`config.mk`:
```
export PLATFORM = sky130hd
export DESIGN_NAME = spds_div_cell
export DESIGN_NICKNAME = d
export VERILOG_FILES = /design/src/spds_pkg.sv /design/src/spds_div_cell.sv
export SDC_FILE = /design/constraint.sdc
export NUM_CORES = 1
export LEC_CHECK = 0
export BUFFER_PORTS_ARGS = -buffer_cell sky130_fd_sc_hd__buf_2
export CAP_MARGIN = 20
export CELL_PAD_IN_SITES_DETAIL_PLACEMENT = 1
export CELL_PAD_IN_SITES_GLOBAL_PLACEMENT = 1
export CORE_MARGIN = 2
export CORE_UTILIZATION = 35
export CTS_CLUSTER_SIZE = 40
export DETAILED_ROUTE_END_ITERATION = 10
export PLACE_DENSITY_LB_ADDON = 0.1
export SYNTH_ARGS = -nofsm -noshare
export SYNTH_HDL_FRONTEND = slang
export SYNTH_SLANG_ARGS = --single-unit
```
`constraint.sdc`:
```
create_clock -name clk -period 4.2 [get_ports clk]
set_input_delay 0.21 -clock clk [delete_from_list [all_inputs] [get_ports clk]]
set_output_delay 0.21 -clock clk [all_outputs]
set_load 0.05 [all_outputs]
```
`src/spds_pkg.sv`:
```
package spds_pkg;

  localparam int PRESCALE_STEPS = 8;
  localparam int EXP_W          = 3;
  localparam int DATA_W         = 32;
  localparam int FREQ_W         = 31;
  localparam int CNT_W          = 8;
  localparam int MUL_W          = 16;   // (divider + 2) << exponent
  localparam int DIV_W          = 8;
  localparam int REM_W          = 64;
  localparam int QUO_W          = 32;

  // quotient bits resolved by each cell row
  localparam int SEARCH_CELLS = 10;
  localparam int FREQ_CELLS   = 32;
  localparam int DELAY_CELLS  = 10;
  localparam int Q_W          = 10;
  localparam int DELAY_LANES  = 3;

  localparam logic [REM_W-1:0] NS_PER_SEC = 64'd1000000000;
  localparam logic [REM_W-1:0] NS_DEN     = NS_PER_SEC << (DELAY_CELLS - 1);

  typedef enum logic [1:0] {
    REG_SRC_CLK  = 2'd0,
    REG_CS_SCK   = 2'd1,
    REG_SCK_CS   = 2'd2,
    REG_XFER_GAP = 2'd3
  } reg_idx_t;

  // one restoring division step: partial remainder, aligned divisor, quotient so far
  typedef struct packed {
    logic [REM_W-1:0] rem;
    logic [REM_W-1:0] den;
    logic [QUO_W-1:0] quo;
  } div_t;

  // per-exponent candidates carried through the frequency divide
  typedef struct packed {
    logic [PRESCALE_STEPS-1:0][DIV_W-1:0] dvd;
    logic [PRESCALE_STEPS-1:0][MUL_W-1:0] mul;
    logic [PRESCALE_STEPS-1:0]            ok;
  } cand_t;

  // chosen setting carried through the delay divides
  typedef struct packed {
    logic [EXP_W-1:0]       ex;
    logic [DIV_W-1:0]       dvd;
    logic [FREQ_W-1:0]      freq;
    logic [DELAY_LANES-1:0] zero;
  } pick_t;

  // divider field from q = floor((src-1)/(req<<e)), saturated reading
  function automatic logic [DIV_W-1:0] div_of(input logic [Q_W-1:0] q);
    logic [DIV_W-1:0] d;
    if (q >= Q_W'(256)) d = 8'd255;
    else if (q == '0)   d = '0;
    else                d = DIV_W'(q - Q_W'(1));
    return d;
  endfunction

  // cycle count from q = floor((prod-1)/1e9); floor of two when two_floor
  function automatic logic [CNT_W-1:0] cnt_of(input logic [Q_W-1:0] q, input logic zero,
                                              input logic two_floor);
    logic [CNT_W-1:0] c;
    if (zero)                   c = '0;
    else if (!two_floor)        c = (q >= Q_W'(255)) ? 8'd255 : CNT_W'(q);
    else if (q == '0)           c = '0;
    else if (q >= Q_W'(256))    c = 8'd255;
    else                        c = CNT_W'(q - Q_W'(1));
    return c;
  endfunction

endpackage

```
`src/spds_div_cell.sv`:
```
module spds_div_cell (
  input  logic               clk,
  input  spds_pkg::div_t     d_in,
  output spds_pkg::div_t     d_out
);

  spds_pkg::div_t cell_r;
  spds_pkg::div_t cell_nxt;
  logic           ge;

  always_comb begin
    ge           = (d_in.rem >= d_in.den);
    cell_nxt.rem = ge ? (d_in.rem - d_in.den) : d_in.rem;
    cell_nxt.den = d_in.den >> 1;
    cell_nxt.quo = {d_in.quo[spds_pkg::QUO_W-2:0], ge};
  end

  always_ff @(posedge clk) begin
    cell_r <= cell_nxt;
  end

  assign d_out = cell_r;

endmodule

```
==> flow_metrics.tcl, run 1 <==
set metrics [dict create \
    viasPerCell 4.96 \
    p_per_area_nw_per_um2 428 \
    grt.met3_usage_pct 4.37 \
    hold_path.class "in2reg" \
    final_cell_mix "buf_2 (318), dfxtp_1 (159), dlygate4sd3_1 (128)" \
    cts_setup_buffers 0 \
    clk_pin_slew_ns 0.08 \
    slew_viol_final 0 \
    fin_crit_ns 3.81 \
    clockBufferDepth 2 \
    cts_inserted_buffers 17 \
    dp_hpwl_um 20700 \
    cp-end-kind "flop" \
    grt_pass1_wl_um 45200 \
    power.leakage_nw 5.60 \
    final_util_pct 51.9 \
    synth_edf_count 0 \
    grtUsageMet2_pct 42.6 \
    worstPathCellList "dlygate4sd3_1, buf_2, inv_1, ha_1, nand4_1, nor4_1, a21oi_1, buf_4, o31ai_1, a41oi_1, a21boi_1, mux2_2, a311oi_1" \
    cp_slowest_cell "nor4_1" \
    ios 321 \
    ir_drop_uv 272 \
    grt_pass1_vias 8996 \
    maxSlewHeadroom_pct 36.7 \
    synth.area.mux_share_pct 0.970 \
    yosys.area_share.xor_xnor_pct 6.14 \
    crit_path_max_incr_delay_ns 0.60 \
    crit_arrival_ns 4.14 \
    drtIter0Drc 205 \
    cp.required_ns 4.53 \
    synth_top_family_by_area "compound AO/OA/AOI/OAI gates" \
    drc_errors 0 \
    design.core.area_um2 22500 \
    synth-adder-area-share_pct 10.3 \
    start_kind "primary input" \
    cts_tree "done" \
    tns_ns 0 \
    layout.nets 1620 \
    layout_commonest_cell "buf_2" \
    synthCells 964 \
    core.rowCount 55 \
    worst_pin_slew_ns 0.941 \
    status "complete, no violations" \
    yosys_warnings 0 \
    crit_cells 13 \
    die_area_um2 24100 \
    ys_types 61 \
    syn-cell-area_um2 7990 \
    global_route.overflow_total 0 \
    synth-compound-area-share_pct 20.9 \
    ys.flop_type "dfxtp_1" \
    routedWlPerCell_um 16.8 \
    hold_depth 3 \
    async_flop_share_pct 0 \
    clock-sinks 159 \
    synthSimpleGateAreaFrac_pct 15.9 \
    die_w_um 155 \
    syn_to_final_growth_pct 46.2 \
    grtUsageMet1_pct 27.3 \
    initial_core_util_pct 35.5 \
    antenna_found_initial 1 \
    min_from "d_in[117]" \
    die_y_um 155 \
    gr-max-usage-layer "met2" \
    path_class "in2reg" \
    critical-path-top-delay-family "compound AO/OA/AOI/OAI gates" \
    vias 8395 \
    power_mw 5.00 \
    place_congestion 0.848 \
    drive_gt1_share_pct 26.4 \
    ctsHtreeMaxLevel 4 \
    synth-seq-area-share_pct 39.8 \
    firstDrtPassIters 4 \
    avgSynthCellArea_um2 8.29 \
    cp_num_buf_inv 4 \
    max-cap-violations 0 \
    io_buffers 318 \
    fmax_mhz 262 \
    antenna_left 0 \
    root_buffer "clkbuf_16" \
    finalCritPeriodShare_pct 90.8 \
    path_max_fanout 8 \
    grt_max_degree 55 \
    ys_seq_elements 159 \
    routed_wl_um 28400 \
    syn_nets 1190 \
    finalSetupViolCount 0 \
    largest_reg_flops 159 \
    rsz0062_at_grt "no" \
    grt_usage_pct 23.3 \
    post_cts_resized 0 \
    hold-path-endpoint "d_out[117]" \
    hold_viol 0 \
]
-- area by class of cell --
type | instances | area, um2
Inverter | 78 | 293
Sequential cell | 159 | 3180
Timing Repair Buffer | 453 | 2930
Fill cell | 2744 | 10800
Antenna cell | 1 | 2.50
Multi-Input combinational cell | 685 | 4350
Clock inverter | 15 | 145
Tap cell | 285 | 357
Clock buffer | 17 | 425
-- report_power, final --
group / internal (mW) / leakage (nW) / switching (mW)
sequential: 1.67 / 1.34 / 0.0410
combinational: 0.539 / 3.98 / 1.20
clock: 0.788 / 0.275 / 0.755
total: 3.00 / 5.60 / 2.00
-- logic make-up after synthesis --
logic type	count (synthesis)
AOI/OAI and AO/OA	282
muxes	7
DFF	159
and+or+nand+nor	273
other	1
adders and majority gates	65
buffers and inverters	121
xor gates and xnor gates	56
-- cells in the mapped netlist (all sizes together), types with 2 or more instances --
cell,n,area share (%)
dfxtp,159,40
nand2,115,5.4
o21ai,108,6.8
a21oi,82,5.2
inv,77,3.6
ha,64,10
nor2,58,2.7
clkbuf,35,1.6
xnor2,31,3.4
xor2,25,2.7
nand4,21,1.7
nand3,19,1.2
a21o,15,1.4
nor3,14,0.88
o21bai,14,1.3
o21a,11,1.0
nor2b,9,0.70
o31ai,9,0.91
buf,8,0.61
nand2b,8,0.63
a31oi,7,0.55
o211ai,7,0.66
and3,6,0.47
mux2,6,0.85
a211oi,5,0.47
a311oi,4,0.44
and4,4,0.44
nor3b,4,0.38
nor4,4,0.31
a21boi,3,0.28
or4,3,0.28
a221o,2,0.25
a221oi,2,0.22
a22oi,2,0.19
a41oi,2,0.22
nand3b,2,0.19
o2111ai,2,0.22
-- metrics by stage --
stage | cells | hold slack [ns] | cell area, um2 | setup WS [ns]
after floorplan | 964 | 0.238 | 7990 | 1.17
after global placement | 1531 | 0.313 | 9820 | 0.318
after detailed placement | 1531 | 0.314 | 9820 | 0.308
after CTS | 1691 | 0.000405 | 11700 | 0.190
after global routing | 1693 | 0.00717 | 11700 | 0.0734
final | 1693 | 0.00641 | 11700 | 0.386
-- repair_timing --
action,in CTS,in global routing
endpoints found under the setup margin,0,7
endpoints found under the hold margin,128,0
hold buffers,128,0
-- worst max path at each step --
stage / startpoint / endpoint / slack (ns)
finish: d_in[50] / d_out[152] / 0.39
detailed placement: d_in[96] / d_out[152] / 0.31
global placement: d_in[96] / d_out[156] / 0.32
floorplan: d_in[96] / d_out[152] / 1.17
global route: d_in[75] / d_out[147] / 0.07
CTS: d_in[35] / d_out[152] / 0.19
-- per-layer routing --
metal / wire length, um / vias up
met1: 12100 / 3911
met3: 1480 / 33
met4: 589 / 0
li1: - / 4220
met2: 14300 / 231
met5: 0 / -
Power figures use the tool's default switching activity.
==> run 2, diff against run 1 <==
--- a/config.mk
+++ b/config.mk
@@ -5,6 +5,7 @@
 export SDC_FILE = /design/constraint.sdc
 export NUM_CORES = 1
 export LEC_CHECK = 0
+export ABC_AREA = 1
 export BUFFER_PORTS_ARGS = -buffer_cell sky130_fd_sc_hd__buf_2
 export CAP_MARGIN = 20
 export CELL_PAD_IN_SITES_DETAIL_PLACEMENT = 1
==> flow_metrics.tcl, run 2 <==
set metrics [dict create \
    status "complete, no violations" \
    layout.nets 2449 \
    cts_tree "done" \
    routedWlPerCell_um 20.1 \
    vias 12600 \
    synth_top_family_by_area "simple AND/OR/NAND/NOR gates" \
    synth.area.mux_share_pct 0 \
    dp_hpwl_um 35200 \
    maxSlewHeadroom_pct 48.4 \
    root_buffer "clkbuf_16" \
    drc_errors 0 \
    stdcell_area_um2 14400 \
    design.core.area_um2 28900 \
    antenna_left 0 \
    clock-sinks 159 \
    drive_gt1_share_pct 17.9 \
    placed_area_um2 12300 \
    start_kind "primary input" \
    layout_commonest_cell "nand2_1" \
    synth_top_area_share_pct 30.9 \
    ios 321 \
    fin_cells 2621 \
    yosys.area.top_type "dfxtp_1" \
    wl_met3_um 1940 \
    cts_inserted_buffers 17 \
    cts_setup_buffers 0 \
    cp.required_ns 4.59 \
    place_congestion 0.907 \
    grt_max_degree 39 \
    die_w_um 176 \
    drtIter0Drc 634 \
    ys_types 30 \
    crit_arrival_ns 3.85 \
    routed_wl_um 52700 \
    switchingPower_mw 2.44 \
    slew_viol_final 0 \
    initial_core_util_pct 35.7 \
    yosys.area_share.xor_xnor_pct 2.64 \
    die_area_um2 30800 \
    pwr-share-clk_pct 29.3 \
    clk_pin_slew_ns 0.07 \
    worstPathCellList "dlygate4sd3_1, buf_2, inv_1, ha_1, nand2_1, inv_1, nand2_1, nand2_1, inv_2, nand2_1, a21oi_1, nand3_2, nand2_2, nand2_4, inv_2, buf_12, nand2_1, nand2_1" \
    p_int_mw 3.05 \
    fmax_mhz 288 \
    ys.flop_type "dfxtp_1" \
    netlist_top_cells_count "nand2_1 (758), inv_1 (391), dfxtp_1 (159)" \
    global_route.overflow_total 0 \
    grt_usage_pct 33.9 \
    core.rowCount 62 \
    min_from "d_in[149]" \
    finalCritPeriodShare_pct 82.6 \
    clockBufferDepth 2 \
    async_flop_share_pct 0 \
    p_per_area_nw_per_um2 381 \
    synth_edf_count 0 \
    grt_pass1_wl_um 78500 \
    rsz0062_at_grt "no" \
    netlist_top_cells_area "dfxtp_1 (31%), nand2_1 (28%), inv_1 (14%)" \
    ctsHtreeMaxLevel 4 \
    power.share.sequential_pct 31.6 \
    crit_path_max_incr_delay_ns 0.60 \
    max-cap-violations 0 \
    wl_met1_um 20400 \
    hold_depth 3 \
    netSwitchingFraction_pct 44.5 \
    syn_to_final_growth_pct 40.0 \
    synthSimpleGateAreaFrac_pct 40.0 \
    io_buffers 318 \
    post-synth-top-count-cell "nand2_1" \
    firstDrtPassIters 5 \
    final_util_pct 50.0 \
    largest_reg_flops 159 \
    power_mw 5.49 \
    final_cell_mix "nand2_1 (758), inv_1 (391), buf_2 (318)" \
    ir_drop_uv 310 \
    worst_pin_slew_ns 0.768 \
    hold_viol 0 \
    synthCells 1743 \
    path_class "in2reg" \
    finalSetupViolCount 0 \
    ys_seq_elements 159 \
    die_y_um 176 \
    highest_layer "met4" \
    grt_pass1_vias 13800 \
    dp_cells 2433 \
    hold_path.class "in2reg" \
    cp_common_cell "nand2_1" \
    hold-path-endpoint "d_out[149]" \
    syn_nets 1969 \
    avgSynthCellArea_um2 5.91 \
    synth-seq-area-share_pct 30.9 \
    comb_power_share_pct 39.0 \
    tns_ns 0 \
    cp_slowest_cell "inv_2" \
    antenna_found_initial 0 \
    fin_crit_ns 3.47 \
    synth-compound-area-share_pct 2.51 \
    path_max_fanout 37 \
    cp-end-kind "flop" \
    yosys_warnings 0 \
    route.met2.wl_um 27500 \
    viasPerCell 4.81 \
    syn-cell-area_um2 10300 \
    power.leakage_nw 8.74 \
    synth-adder-area-share_pct 7.97 \
]
-- run 2: cell types whose count changed after synthesis, sizes merged, moves of 35 or more --
| cell | before | now |
|---|---|---|
| nand3 | 19 | 91 |
| nand2 | 115 | 768 |
| a21oi | 82 | 43 |
| clkbuf | 35 | 0 |
| inv | 77 | 407 |
| o21ai | 108 | 8 |
| nor2 | 58 | 118 |
-- run 2: kinds of logic after synthesis --
group | count (synthesis)
flops | 159
xor+xnor | 31
compound gates | 51
other cells | 1
fa+ha+maj | 65
buf+inv | 423
simple gates | 1013
-- run 2: critical path, delay by kind of cell --
kind / cells / cell delay [ns]
AO/OA/AOI/OAI: 1 / 0.21
AND/OR/NAND/NOR: 9 / 1.18
adder cells (fa/ha/maj): 1 / 0.36
buffers and inverters: 7 / 1.81
-- run 2: area by class of cell --
| type | count | area (um2) |
|---|---|---|
| diodes | 1 | 2.50 |
| clock inverters | 14 | 143 |
| well taps | 384 | 480 |
| inverters | 409 | 1540 |
| repair buffers | 475 | 3170 |
| clock buffers | 18 | 429 |
| flip-flops and latches | 159 | 3180 |
| multi-input cells | 1161 | 5480 |
| fillers | 3954 | 14400 |
-- run 2: metal layers --
metal | vias to the layer above | GRT usage, %
met5 | - | 0
met4 | 0 | 18.0
met3 | 147 | 5.09
met2 | 402 | 64.8
met1 | 5989 | 35.4
li1 | 6075 | -
-- run 2: how the worst max path moves through the flow --
stage                        start    endpoint  slack [ns]  depth (start not counted)
final                     d_in[54]  d_out[117]        0.73                         18
after global routing      d_in[74]  d_out[117]        0.56                         16
after CTS                 d_in[74]  d_out[119]        0.95                         16
after detailed placement  d_in[96]  d_out[112]        0.95                         19
after global placement    d_in[96]  d_out[154]        1.06                         19
after floorplan           d_in[96]  d_out[151]        2.20                         18
-- run 2: repair_timing --
item	4_1_cts	5_1_grt
endpoints found under the hold margin	155	0
resized for setup	0	0
hold buffers	155	0
-- run 2: power by group through the flow --
stage          Clock, mW  Combinational (mW)  Sequential (mW)
6_report            1.61                2.14             1.74
5_1_grt             1.68                2.28             1.74
4_1_cts             1.58                2.06             1.71
3_5_place_dp           0                1.94             1.74
3_3_place_gp           0                1.90             1.74
2_1_floorplan          0               0.774             2.33
-- run 2: per-stage QoR --
stage               setup WS [ns]  hold WS (ns)
CTS                         0.955       0.00184
floorplan                    2.20         0.238
global placement             1.06         0.312
finish                      0.732        0.0202
global route                0.565        0.0173
detailed placement          0.945         0.314
==> run 3, diff against run 2 <==
==> constraint.sdc (replaced) <==
create_clock -name clk -period 3.25 [get_ports clk]
set_input_delay 0.1625 -clock clk [delete_from_list [all_inputs] [get_ports clk]]
set_output_delay 0.1625 -clock clk [all_outputs]
set_load 0.05 [all_outputs]
==> flow_metrics.tcl, run 3 (synthesized netlist as in run 2, its figures left out) <==
set metrics [dict create \
    hold_viol 0 \
    cp_num_buf_inv 5 \
    initial_core_util_pct 35.7 \
    grt_pass1_vias 13900 \
    maxSlewHeadroom_pct 62.3 \
    grt_usage_pct 34.6 \
    multi_input_area_um2 5480 \
    cts_setup_buffers 0 \
    hold_path.class "in2reg" \
    critical-path-top-delay-family "simple AND/OR/NAND/NOR gates" \
    hold_slack_ns 0.0324 \
    design.core.area_um2 28900 \
    io_buffers 318 \
    power_mw 7.09 \
    antenna_found_initial 2 \
    status "complete, no violations" \
    firstDrtPassIters 5 \
    layout_commonest_cell "nand2_1" \
    root_buffer "clkbuf_16" \
    ios 321 \
    core.rowCount 62 \
    largest_reg_flops 159 \
    start_kind "primary input" \
    vias 12600 \
    layout.nets 2454 \
    p_per_area_nw_per_um2 490 \
    tns_ns 0 \
    fin_crit_ns 2.95 \
    routed_wl_um 53000 \
    syn_to_final_growth_pct 40.5 \
    worst_pin_slew_ns 0.565 \
    place_congestion 0.966 \
    path_max_fanout 26 \
    cp_common_cell "nand2_2" \
    hold_depth 3 \
    antenna_left 0 \
    clock-sinks 159 \
    clk_pin_slew_ns 0.07 \
    viasPerCell 4.79 \
    cp-end-kind "flop" \
    cp_slowest_cell "dlygate4sd3_1" \
    max-cap-violations 0 \
    path_class "in2reg" \
    post_cts_resized 0 \
    drc_errors 0 \
    placed_area_um2 12300 \
    dp_hpwl_um 35900 \
    slew_viol_final 0 \
    grt_pass1_wl_um 79400 \
    stdcell_area_um2 14500 \
    worstPathCellList "dlygate4sd3_1, buf_2, inv_1, ha_1, fa_1, inv_1, nand3_1, nand2_2, nand2_2, nand2_4, nand2_2, nand2_2, nand2_2, nand3_2, nand2_2, nand2_4, buf_4, nand3_1, nand2_1" \
    clockBufferDepth 2 \
    crit_arrival_ns 3.36 \
    finalWorstSetupSlack_ns 0.301 \
    final_cell_mix "nand2_1 (758), inv_1 (391), buf_2 (318)" \
    crit_path_max_incr_delay_ns 0.54 \
    rsz0062_at_grt "no" \
    register_area_um2 3180 \
    finalSetupViolCount 0 \
    die_w_um 176 \
    global_route.overflow_total 0 \
    hold-path-endpoint "d_out[97]" \
    die_area_um2 30800 \
    die_y_um 176 \
    ctsHtreeMaxLevel 4 \
    cts_tree "done" \
    cts_inserted_buffers 17 \
    routedWlPerCell_um 20.2 \
    fmax_mhz 339 \
    drtIter0Drc 658 \
    ctsHoldBuffers 157 \
    ir_drop_uv 339 \
    finalCritPeriodShare_pct 90.7 \
    cp.required_ns 3.66 \
    min_from "d_in[97]" \
    dpl_worst_slack_ns 0.409 \
    nFillCells 3994 \
    power.leakage_nw 8.77 \
    drive_gt1_share_pct 18.0 \
    grt_max_degree 63 \
]
-- run 3: cell count changes in the layout (fill, tap and decap cells not counted), sizes merged --
cell	before	now
buf	320	323
clkinv	5	7
dlygate4sd3	155	157
clkinvlp	1	0
diode	1	2
inv	417	416
-- run 3: final cells by class --
cell class              instances  area share, %
diodes                          2         0.0346
clock buffers                  18           2.97
clock inverters                14          0.995
inverters                     409           10.6
multi-input cells            1161           37.9
flip-flops and latches        159           22.0
well taps                     384           3.32
repair buffers                480           22.2
-- run 3: worst max-delay path by stage --
stage                     startpoint         end  slack (ns)  cells after the start
after global routing        d_in[96]  d_out[131]        0.12                     19
after detailed placement    d_in[32]  d_out[145]        0.41                     17
final                       d_in[96]  d_out[131]        0.30                     19
after floorplan             d_in[96]  d_out[151]        1.29                     18
after CTS                   d_in[96]  d_out[145]        0.36                     19
after global placement      d_in[96]  d_out[145]        0.47                     18
-- run 3: through the flow --
step / utilization (%) / cells
after floorplan: - / 1743
after global placement: 42.7 / 2436
after detailed placement: 42.7 / 2436
after CTS: 50.1 / 2625
after global routing: 50.1 / 2627
final: 50.1 / 2627
-- run 3: report_power, final --
group          switching, mW  internal, mW
Clock                   1.05          1.02
Combinational           2.03         0.756
Sequential            0.0778          2.16
-- run 3: metal layers --
metal  global-route usage (%)  part of all wire [%]  up-vias
li1                         -                     -     6085
met1                     35.4                    38     5852
met2                     64.0                    51      455
met3                     5.93                   4.1      180
met4                     23.8                   7.3        0
met5                        0                     0        -
-- run 3: worst min-delay path: cells and delay by family --
family | cells | cell delay, ns
buffers and inverters | 2 | 0.15
AO/OA/AOI/OAI | 1 | 0.15
